[src/rtl/fchc_pkg.sv]
// Shared types and constants for the FIFO chunk hysteresis control block.
// No dependencies; every other rtl file imports this package.
`timescale 1ns / 1ps

package fchc_pkg;

    // Default width of the fill level input.
    localparam int FILL_BITS_DEF = 16;

    // Width of every configuration register and time counter.
    localparam int REG_W = 16;

    // Width of the configuration register index.
    localparam int CFG_IDX_W = 3;

    // Saturation value of the millisecond counters.
    localparam logic [REG_W-1:0] SAT_MAX = '1;

    // Request command codes.
    localparam logic CMD_TICK = 1'b0;
    localparam logic CMD_POLL = 1'b1;

    // Configuration register indexes.
    typedef enum logic [CFG_IDX_W-1:0] {
        REG_LOW_WATER     = 3'd0,
        REG_HIGH_WATER    = 3'd1,
        REG_NORMAL_CHUNK  = 3'd2,
        REG_REDUCED_CHUNK = 3'd3,
        REG_MIN_DWELL     = 3'd4,
        REG_IDLE_TIMEOUT  = 3'd5,
        REG_STATS_IVL     = 3'd6
    } cfg_idx_t;

    // Reset values of the configuration registers.
    localparam logic [REG_W-1:0] LOW_WATER_RST     = 16'd4096;
    localparam logic [REG_W-1:0] HIGH_WATER_RST    = 16'd8192;
    localparam logic [REG_W-1:0] NORMAL_CHUNK_RST  = 16'd960;
    localparam logic [REG_W-1:0] REDUCED_CHUNK_RST = 16'd480;
    localparam logic [REG_W-1:0] MIN_DWELL_RST     = 16'd120;
    localparam logic [REG_W-1:0] IDLE_TIMEOUT_RST  = 16'd1000;
    localparam logic [REG_W-1:0] STATS_IVL_RST     = 16'd500;

    // Stream event codes reported with each poll result.
    typedef enum logic [1:0] {
        EV_NONE    = 2'd0,
        EV_RESUMED = 2'd1,
        EV_IDLE    = 2'd2
    } stream_event_t;

    // Current configuration as seen by the decision logic.
    typedef struct packed {
        logic [REG_W-1:0] low_water;
        logic [REG_W-1:0] high_water;
        logic [REG_W-1:0] normal_chunk;
        logic [REG_W-1:0] reduced_chunk;
        logic [REG_W-1:0] min_dwell;
        logic [REG_W-1:0] idle_timeout;
        logic [REG_W-1:0] stats_ivl;
    } cfg_t;

    // One poll result.
    typedef struct packed {
        logic [REG_W-1:0] drain_len;
        logic             reduced_mode;
        logic             mode_switched;
        logic             streaming;
        stream_event_t    stream_event;
        logic             stats_pulse;
    } res_t;

endpackage

[src/rtl/fifo_chunk_hysteresis_control.sv]
// Channel   Handshake          Payload
// s_        s_valid/s_ready    s_cmd, s_fill_level[FILL_BITS-1:0]
// m_        m_valid/m_ready    m_drain_len, m_reduced_mode, m_mode_switched,
//                              m_streaming, m_stream_event, m_stats_pulse
// cfg_      cfg_wr_en          cfg_index, cfg_wdata
//
// One request is accepted per cycle while s_ready is high. A tick retires in
// the cycle after it is accepted and gives no result; a poll waits in the
// input register until the result register is free; m_valid rises on that load.
// Reset loads the register defaults, normal mode and an active stream.
// While m_ready is low the result holds and one more request waits in the
// input register; s_ready drops only when a poll is stuck behind a result.
`timescale 1ns / 1ps

module fifo_chunk_hysteresis_control
    import fchc_pkg::*;
#(
    parameter int FILL_BITS = FILL_BITS_DEF
) (
    input  logic                 aclk,
    input  logic                 aresetn,
    input  logic                 s_valid,
    output logic                 s_ready,
    input  logic                 s_cmd,
    input  logic [FILL_BITS-1:0] s_fill_level,
    output logic                 m_valid,
    input  logic                 m_ready,
    output logic [REG_W-1:0]     m_drain_len,
    output logic                 m_reduced_mode,
    output logic                 m_mode_switched,
    output logic                 m_streaming,
    output logic [1:0]           m_stream_event,
    output logic                 m_stats_pulse,
    input  logic                 cfg_wr_en,
    input  logic [CFG_IDX_W-1:0] cfg_index,
    input  logic [REG_W-1:0]     cfg_wdata
);

    cfg_t cfg;
    res_t res;
    logic res_load;
    logic res_free;

    // Configuration registers.
    fchc_cfg u_cfg (
        .aclk      (aclk),
        .aresetn   (aresetn),
        .cfg_wr_en (cfg_wr_en),
        .cfg_index (cfg_index),
        .cfg_wdata (cfg_wdata),
        .cfg       (cfg)
    );

    // Input register, state and decision logic.
    fchc_core #(
        .FILL_BITS (FILL_BITS)
    ) u_core (
        .aclk         (aclk),
        .aresetn      (aresetn),
        .s_valid      (s_valid),
        .s_ready      (s_ready),
        .s_cmd        (s_cmd),
        .s_fill_level (s_fill_level),
        .cfg          (cfg),
        .res_free     (res_free),
        .res_load     (res_load),
        .res          (res)
    );

    // Result register.
    fchc_out u_out (
        .aclk            (aclk),
        .aresetn         (aresetn),
        .res_load        (res_load),
        .res             (res),
        .res_free        (res_free),
        .m_valid         (m_valid),
        .m_ready         (m_ready),
        .m_drain_len     (m_drain_len),
        .m_reduced_mode  (m_reduced_mode),
        .m_mode_switched (m_mode_switched),
        .m_streaming     (m_streaming),
        .m_stream_event  (m_stream_event),
        .m_stats_pulse   (m_stats_pulse)
    );

endmodule

[src/rtl/fchc_cfg.sv]
// Configuration register file for the FIFO chunk hysteresis control block.
// Depends on fchc_pkg for the register indexes, reset values and cfg_t.
`timescale 1ns / 1ps

module fchc_cfg
    import fchc_pkg::*;
(
    input  logic                 aclk,
    input  logic                 aresetn,
    input  logic                 cfg_wr_en,
    input  logic [CFG_IDX_W-1:0] cfg_index,
    input  logic [REG_W-1:0]     cfg_wdata,
    output cfg_t                 cfg
);

    cfg_t cfg_reg;
    cfg_t cfg_next;

    // Decode the write; an index past the last register changes nothing.
    always_comb begin
        cfg_next = cfg_reg;
        if (cfg_wr_en) begin
            case (cfg_idx_t'(cfg_index))
                REG_LOW_WATER:     cfg_next.low_water     = cfg_wdata;
                REG_HIGH_WATER:    cfg_next.high_water    = cfg_wdata;
                REG_NORMAL_CHUNK:  cfg_next.normal_chunk  = cfg_wdata;
                REG_REDUCED_CHUNK: cfg_next.reduced_chunk = cfg_wdata;
                REG_MIN_DWELL:     cfg_next.min_dwell     = cfg_wdata;
                REG_IDLE_TIMEOUT:  cfg_next.idle_timeout  = cfg_wdata;
                REG_STATS_IVL:     cfg_next.stats_ivl     = cfg_wdata;
                default:           cfg_next = cfg_reg;
            endcase
        end
    end

    always_ff @(posedge aclk) begin
        if (!aresetn) begin
            cfg_reg.low_water     <= LOW_WATER_RST;
            cfg_reg.high_water    <= HIGH_WATER_RST;
            cfg_reg.normal_chunk  <= NORMAL_CHUNK_RST;
            cfg_reg.reduced_chunk <= REDUCED_CHUNK_RST;
            cfg_reg.min_dwell     <= MIN_DWELL_RST;
            cfg_reg.idle_timeout  <= IDLE_TIMEOUT_RST;
            cfg_reg.stats_ivl     <= STATS_IVL_RST;
        end else begin
            cfg_reg <= cfg_next;
        end
    end

    assign cfg = cfg_reg;

endmodule

[src/rtl/fchc_core.sv]
// Input register, drain state and per-request decision logic of the
// FIFO chunk hysteresis control block. Depends on fchc_pkg.
`timescale 1ns / 1ps

module fchc_core
    import fchc_pkg::*;
#(
    parameter int FILL_BITS = FILL_BITS_DEF
) (
    input  logic                 aclk,
    input  logic                 aresetn,
    input  logic                 s_valid,
    output logic                 s_ready,
    input  logic                 s_cmd,
    input  logic [FILL_BITS-1:0] s_fill_level,
    input  cfg_t                 cfg,
    input  logic                 res_free,
    output logic                 res_load,
    output res_t                 res
);

    // Compare width: wide enough for both the fill level and a register.
    localparam int CMP_W = (FILL_BITS > REG_W) ? FILL_BITS : REG_W;

    logic                 in_valid_reg;
    logic                 in_valid_next;
    logic                 cmd_reg;
    logic [FILL_BITS-1:0] fill_reg;

    logic             reduced_reg;
    logic             reduced_next;
    logic [REG_W-1:0] since_switch_reg;
    logic [REG_W-1:0] since_switch_next;
    logic [REG_W-1:0] since_data_reg;
    logic [REG_W-1:0] since_data_next;
    logic             streaming_reg;
    logic             streaming_next;
    logic [REG_W-1:0] stats_cnt_reg;
    logic [REG_W-1:0] stats_cnt_next;

    logic             fire;
    logic             poll_fire;
    logic [CMP_W-1:0] fill_ext;
    logic [CMP_W-1:0] chunk_ext;
    logic [REG_W-1:0] chunk;
    logic [REG_W-1:0] rd;
    logic             may_switch;
    logic             go_reduced;
    logic             go_normal;
    logic             switched;
    logic             resumed;
    logic             went_idle;
    logic [REG_W-1:0] stats_base;
    logic             pulse;

    // A tick always retires; a poll retires when the result register is free.
    assign fire      = in_valid_reg && ((cmd_reg == CMD_TICK) || res_free);
    assign poll_fire = fire && (cmd_reg == CMD_POLL);
    assign s_ready   = !in_valid_reg || fire;
    assign in_valid_next = s_valid ? 1'b1 : (in_valid_reg && !fire);

    // Input register.
    always_ff @(posedge aclk) begin
        if (!aresetn) begin
            in_valid_reg <= 1'b0;
        end else begin
            in_valid_reg <= in_valid_next;
        end
    end

    always_ff @(posedge aclk) begin
        if (s_valid && s_ready) begin
            cmd_reg  <= s_cmd;
            fill_reg <= s_fill_level;
        end
    end

    // Watermark hysteresis with a minimum dwell between switches.
    always_comb begin
        fill_ext   = CMP_W'(fill_reg);
        may_switch = since_switch_reg >= cfg.min_dwell;
        go_reduced = may_switch && !reduced_reg && (fill_ext < CMP_W'(cfg.low_water));
        go_normal  = may_switch && reduced_reg && (fill_ext > CMP_W'(cfg.high_water));
        switched   = go_reduced || go_normal;
        reduced_next = go_reduced || (reduced_reg && !go_normal);
    end

    // Read amount is the smaller of the fill and the chosen chunk.
    always_comb begin
        chunk     = reduced_next ? cfg.reduced_chunk : cfg.normal_chunk;
        chunk_ext = CMP_W'(chunk);
        rd        = (fill_ext < chunk_ext) ? fill_ext[REG_W-1:0] : chunk;
    end

    // Idle detection, resume and the periodic statistics counter.
    always_comb begin
        resumed   = (rd != '0) && !streaming_reg;
        went_idle = (rd == '0) && streaming_reg && (since_data_reg > cfg.idle_timeout);
        streaming_next = resumed || (streaming_reg && !went_idle);
        stats_base = resumed ? '0 : stats_cnt_reg;
        pulse      = streaming_next && (stats_base >= cfg.stats_ivl);
        if (!streaming_next) begin
            stats_cnt_next = stats_cnt_reg;
        end else if (pulse) begin
            stats_cnt_next = '0;
        end else begin
            stats_cnt_next = stats_base + 1'b1;
        end
    end

    // Tick-advanced saturating millisecond counters, cleared by a switch or a read.
    always_comb begin
        if (cmd_reg == CMD_TICK) begin
            since_switch_next = (since_switch_reg == SAT_MAX) ? SAT_MAX
                                                              : since_switch_reg + 1'b1;
            since_data_next   = (since_data_reg == SAT_MAX) ? SAT_MAX
                                                            : since_data_reg + 1'b1;
        end else begin
            since_switch_next = switched ? '0 : since_switch_reg;
            since_data_next   = (rd != '0) ? '0 : since_data_reg;
        end
    end

    // State registers.
    always_ff @(posedge aclk) begin
        if (!aresetn) begin
            reduced_reg      <= 1'b0;
            since_switch_reg <= '0;
            since_data_reg   <= '0;
            streaming_reg    <= 1'b1;
            stats_cnt_reg    <= '0;
        end else if (fire) begin
            since_switch_reg <= since_switch_next;
            since_data_reg   <= since_data_next;
            if (cmd_reg == CMD_POLL) begin
                reduced_reg   <= reduced_next;
                streaming_reg <= streaming_next;
                stats_cnt_reg <= stats_cnt_next;
            end
        end
    end

    // Result handed to the output register.
    always_comb begin
        res.drain_len     = rd;
        res.reduced_mode  = reduced_next;
        res.mode_switched = switched;
        res.streaming     = streaming_next;
        if (resumed) begin
            res.stream_event = EV_RESUMED;
        end else if (went_idle) begin
            res.stream_event = EV_IDLE;
        end else begin
            res.stream_event = EV_NONE;
        end
        res.stats_pulse   = pulse;
    end

    assign res_load = poll_fire;

`ifndef SYNTHESIS
    // A mode switch restarts the dwell timer.
    a_switch_clears_dwell: assert property (@(posedge aclk) disable iff (!aresetn)
        poll_fire && res.mode_switched |=> since_switch_reg == '0)
        else $error("dwell timer not cleared after a mode switch");

    // A switch is only taken once the dwell time has passed.
    a_switch_after_dwell: assert property (@(posedge aclk) disable iff (!aresetn)
        poll_fire && res.mode_switched |-> since_switch_reg >= cfg.min_dwell)
        else $error("mode switched before the dwell time");

    // A resume always leaves the stream active.
    a_resume_streams: assert property (@(posedge aclk) disable iff (!aresetn)
        poll_fire && res.stream_event == EV_RESUMED |-> res.streaming)
        else $error("resume reported without streaming");

    // A statistics pulse restarts the poll counter.
    a_pulse_clears_count: assert property (@(posedge aclk) disable iff (!aresetn)
        poll_fire && res.stats_pulse |=> stats_cnt_reg == '0)
        else $error("stats counter not cleared after a pulse");

    // The read amount never exceeds the chosen chunk.
    a_read_within_chunk: assert property (@(posedge aclk) disable iff (!aresetn)
        poll_fire |-> res.drain_len <= chunk)
        else $error("read amount larger than the chunk");
`endif

endmodule

[src/rtl/fchc_out.sv]
// Result register of the FIFO chunk hysteresis control block.
// Depends on fchc_pkg for res_t.
`timescale 1ns / 1ps

module fchc_out
    import fchc_pkg::*;
(
    input  logic             aclk,
    input  logic             aresetn,
    input  logic             res_load,
    input  res_t             res,
    output logic             res_free,
    output logic             m_valid,
    input  logic             m_ready,
    output logic [REG_W-1:0] m_drain_len,
    output logic             m_reduced_mode,
    output logic             m_mode_switched,
    output logic             m_streaming,
    output logic [1:0]       m_stream_event,
    output logic             m_stats_pulse
);

    logic m_valid_reg;
    logic m_valid_next;
    res_t res_reg;

    // The register is free when empty or when its request leaves this cycle.
    assign res_free     = !m_valid_reg || m_ready;
    assign m_valid_next = res_load ? 1'b1 : (m_valid_reg && !m_ready);

    always_ff @(posedge aclk) begin
        if (!aresetn) begin
            m_valid_reg <= 1'b0;
        end else begin
            m_valid_reg <= m_valid_next;
        end
    end

    always_ff @(posedge aclk) begin
        if (res_load) begin
            res_reg <= res;
        end
    end

    // Drive the result ports.
    assign m_valid         = m_valid_reg;
    assign m_drain_len     = res_reg.drain_len;
    assign m_reduced_mode  = res_reg.reduced_mode;
    assign m_mode_switched = res_reg.mode_switched;
    assign m_streaming     = res_reg.streaming;
    assign m_stream_event  = res_reg.stream_event;
    assign m_stats_pulse   = res_reg.stats_pulse;

endmodule

[config.mk]
export PLATFORM = sky130hd
export DESIGN_NAME = fifo_chunk_hysteresis_control
export DESIGN_NICKNAME = d
export VERILOG_FILES = /design/src/rtl/fchc_pkg.sv /design/src/rtl/fifo_chunk_hysteresis_control.sv /design/src/rtl/fchc_cfg.sv /design/src/rtl/fchc_core.sv /design/src/rtl/fchc_out.sv
export SDC_FILE = /design/constraint.sdc
export NUM_CORES = 1
export LEC_CHECK = 0
export BUFFER_PORTS_ARGS = -buffer_cell sky130_fd_sc_hd__buf_2
export CAP_MARGIN = 25
export CORE_MARGIN = 4
export CORE_UTILIZATION = 45
export DETAILED_ROUTE_END_ITERATION = 10
export GPL_ROUTABILITY_DRIVEN = 0
export GPL_TIMING_DRIVEN = 0
export HOLD_SLACK_MARGIN = 0.08
export PLACE_DENSITY_LB_ADDON = 0.25
export SLEW_MARGIN = 20
export SYNTH_ARGS = -nofsm -noshare
export SYNTH_HDL_FRONTEND = slang
export SYNTH_SLANG_ARGS = --single-unit
[constraint.sdc]
create_clock -name aclk -period 7.1 [get_ports aclk]
set_input_delay 0.71 -clock aclk [delete_from_list [all_inputs] [get_ports aclk]]
set_output_delay 0.71 -clock aclk [all_outputs]
set_load 0.005 [all_outputs]
==> flow_summary_export.csv <==
group,metric,value,unit
timing,tightestPinTransition,0.974,ns
timing,drv_slew,0,
clock_tree,clock_path_buffers,3,
floorplan,coreArea,0.0242,sq mm
routing,initialDrtViolationCount,700,
power_and_ir_drop,power_density,208,mW/mm^2
timing,fmax,0.145,GHz
floorplan,die_h,165,um
global_route,grt_first_pass_wirelength,50000,um
global_route,grt_max_degree,26,
global_route,grt_use_total,23.3,%
clock_tree,ctsHoldBuffers,0,
synthesis,synth_edf_count,39,
synthesis,yosysSeqAreaShare,40.2,%
routing,ant_nets,0,
global_route,antenna_found_initial,5,
routing,dr.pass1.iters,5,
synthesis,synthTopCellsByCount,"261 x nand2_1, 164 x dfxtp_1, 98 x inv_1, 97 x ha_1, 91 x a21boi_0",
outcome,status,"complete, no violations",
synthesis,yosysWarningCount,0,
routing,vias_per_cell,5.50,
timing,worst_slack,0.199,ns
timing,fin_crit_sh,97.2,%
worst_setup_path,worst-path-max-fanout,7,
power_and_ir_drop,leakage,0.00538,uW
timing,hold_violations,0,
placed_design,dp_hpwl,22300,um
synthesis,synth-seq-cells,203,
clock_tree,cts_buffers,24,
synthesis,synthCells,1314,
synthesis,yosysUniqueCellTypes,68,
worst_setup_path,required,7.53,ns
floorplan,dieArea,0.0272,sq mm
global_route,grt_pass1_vias,9542,
clock_tree,cts_tree,"done",
worst_setup_path,cp_slowest_cell,"edfxtp_1",
routing,wl_per_cell,17.8,um
finish,largest_reg_flops,112,
finish,drive_gt1_share,15.8,%
floorplan,ios,65,
worst_setup_path,critical_path_class,"flip-flop to flip-flop",
placed_design,dp_slack,-1.15,ns
synthesis,async_reset_ff_share,0,%
min_path,min_path_type,"input port to flip-flop",
global_route,overflow,0,
timing,min_period,6.90,ns
finish,post-route-util,56.1,%
worst_setup_path,slowest_delay,0.50,ns
timing,skew,0.0171,ns
routing,detail_route.wirelength,32200,um
clock_tree,clk_pin_slew,0.06,ns
worst_setup_path,crit_path_frequent_cell,"a21o_1",
synthesis,syn-num-nets,1452,
timing,relSlewSlack,34.6,%
synthesis,yosysMostFrequentCell,"nand2_1",
clock_tree,clkLatencyLatePin,0.53,ns
finish,fin_nets,1603,
finish,area_delta_synth_final,22.9,%
worst_setup_path,crit_path_start_kind,"flip-flop",
floorplan,rows,57,
synthesis,synth_area_leaders,"dfxtp_1 30%, ha_1 11%, edfxtp_1 11%",
clock_tree,h-tree-depth,1,
synthesis,synth_top_area_cell,"dfxtp_1",
synthesis,avgSynthCellArea,8.42,sq um
routing,route.detailed.drc,0,
synthesis,ys.flop_type,"dfxtp_1",
worst_setup_path,worst_setup_path_end_kind,"flip-flop",
timing,setup_viol,0,
clock_tree,cts-root-buf,"clkbuf_16",
synthesis,netlist_area,0.0111,sq mm
floorplan,die_x,165,um
floorplan,initial_core_util,45.7,%
synthesis,synth_top_area_share,29.7,%
clock_tree,clkSinkCount,203,
worst_setup_path,cp.arrival,7.34,ns
placed_design,io_buffer_count,61,
power_and_ir_drop,ir_drop,146,uV
job,cap_viol_max_count,0,
routing,vias,9943,
## critical path: cells and delay by family (launching register included)
kind                       cells  cell delay [ns]
AOI/OAI and AO/OA             15             2.61
and+or+nand+nor               10             2.19
adders and majority gates      3             0.87
DFF                            1             0.50
buffers and inverters          3             0.38
muxes                          1             0.24
## per-stage QoR
stage	area [sq um]	instances	hold slack [ns]	TNS (ns)	power, uW
detailed placement	11900	1701	0.457	-14.12	1470
finish	13600	1809	0.356	0	2820
global placement	11800	1699	0.451	-15.40	1460
floorplan	11100	1314	0.442	0	1380
CTS	13200	1779	0.345	0	2810
global route	13600	1809	0.352	-0.0192	2920
## placed cells by master (no fill, tap or decap), drive strengths merged, types with 39 or more instances in the layout
| master | instances |
|---|---|
| ha | 97 |
| a21boi | 93 |
| buf | 131 |
| dfxtp | 164 |
| inv | 100 |
| clkbuf | 80 |
| nor2b | 39 |
| o21ai | 47 |
| a21oi | 86 |
| nor2 | 64 |
| edfxtp | 39 |
| nand2 | 261 |
## power by group
part	switching (uW)	internal, uW	total [uW]
logic	165	117	282
registers	19.7	1200	1220
clock network	509	809	1320
total	694	2130	2820
## cell families (layout without fill, tap and decap cells)
| logic type | count (synthesis) | count (layout) | synth area share [%] |
|---|---|---|---|
| buf+inv | 154 | 323 | 5.48 |
| other cells | 0 | 2 | 0 |
| flops | 203 | 203 | 40.2 |
| compound gates | 333 | 333 | 20.4 |
| mux | 17 | 17 | 1.55 |
| simple gates | 508 | 508 | 21.2 |
| xor+xnor | 2 | 2 | 0.158 |
| fa+ha+maj | 97 | 97 | 11.0 |
## repair_timing
action                     4_1_cts  5_1_grt
setup endpoints to repair       17       13
resized for setup               45       24
pin swaps                       22       26
cloned                           0        1
hold endpoints to repair         0        0
buffers inserted                34       28
## path summary, 6_finish.rpt
kind         slack [ns]           startpoint                        to  cells past startpoint
max reg2reg        0.20  u_core.fill_ext[14]  u_core.stats_cnt_reg[14]                     32
min reg2reg        0.46         u_cfg.cfg[9]              u_cfg.cfg[9]                      2
min                0.36      s_fill_level[0]        u_core.fill_ext[0]                      1
max                0.20  u_core.fill_ext[14]  u_core.stats_cnt_reg[14]                     32
## per-layer routing
layer | track usage [%] | vias up | share of wire, %
met2 | 38.5 | 292 | 46
met4 | 7.64 | 6 | 2.6
met5 | 0 | - | 0.11
met3 | 4.22 | 76 | 6.0
li1 | - | 4882 | -
met1 | 31.0 | 4687 | 45
## cell type report
cell class              instances  area (sq um)
inverters                      99           372
clock buffers                  31           703
multi-input cells             957          6360
fillers                      2185         10600
diodes                          2          5.00
repair buffers                126           893
plain buffers                  54           254
well taps                     324           405
flip-flops and latches        203          4460
clock inverters                13           146
Power figures use the tool's default switching activity.
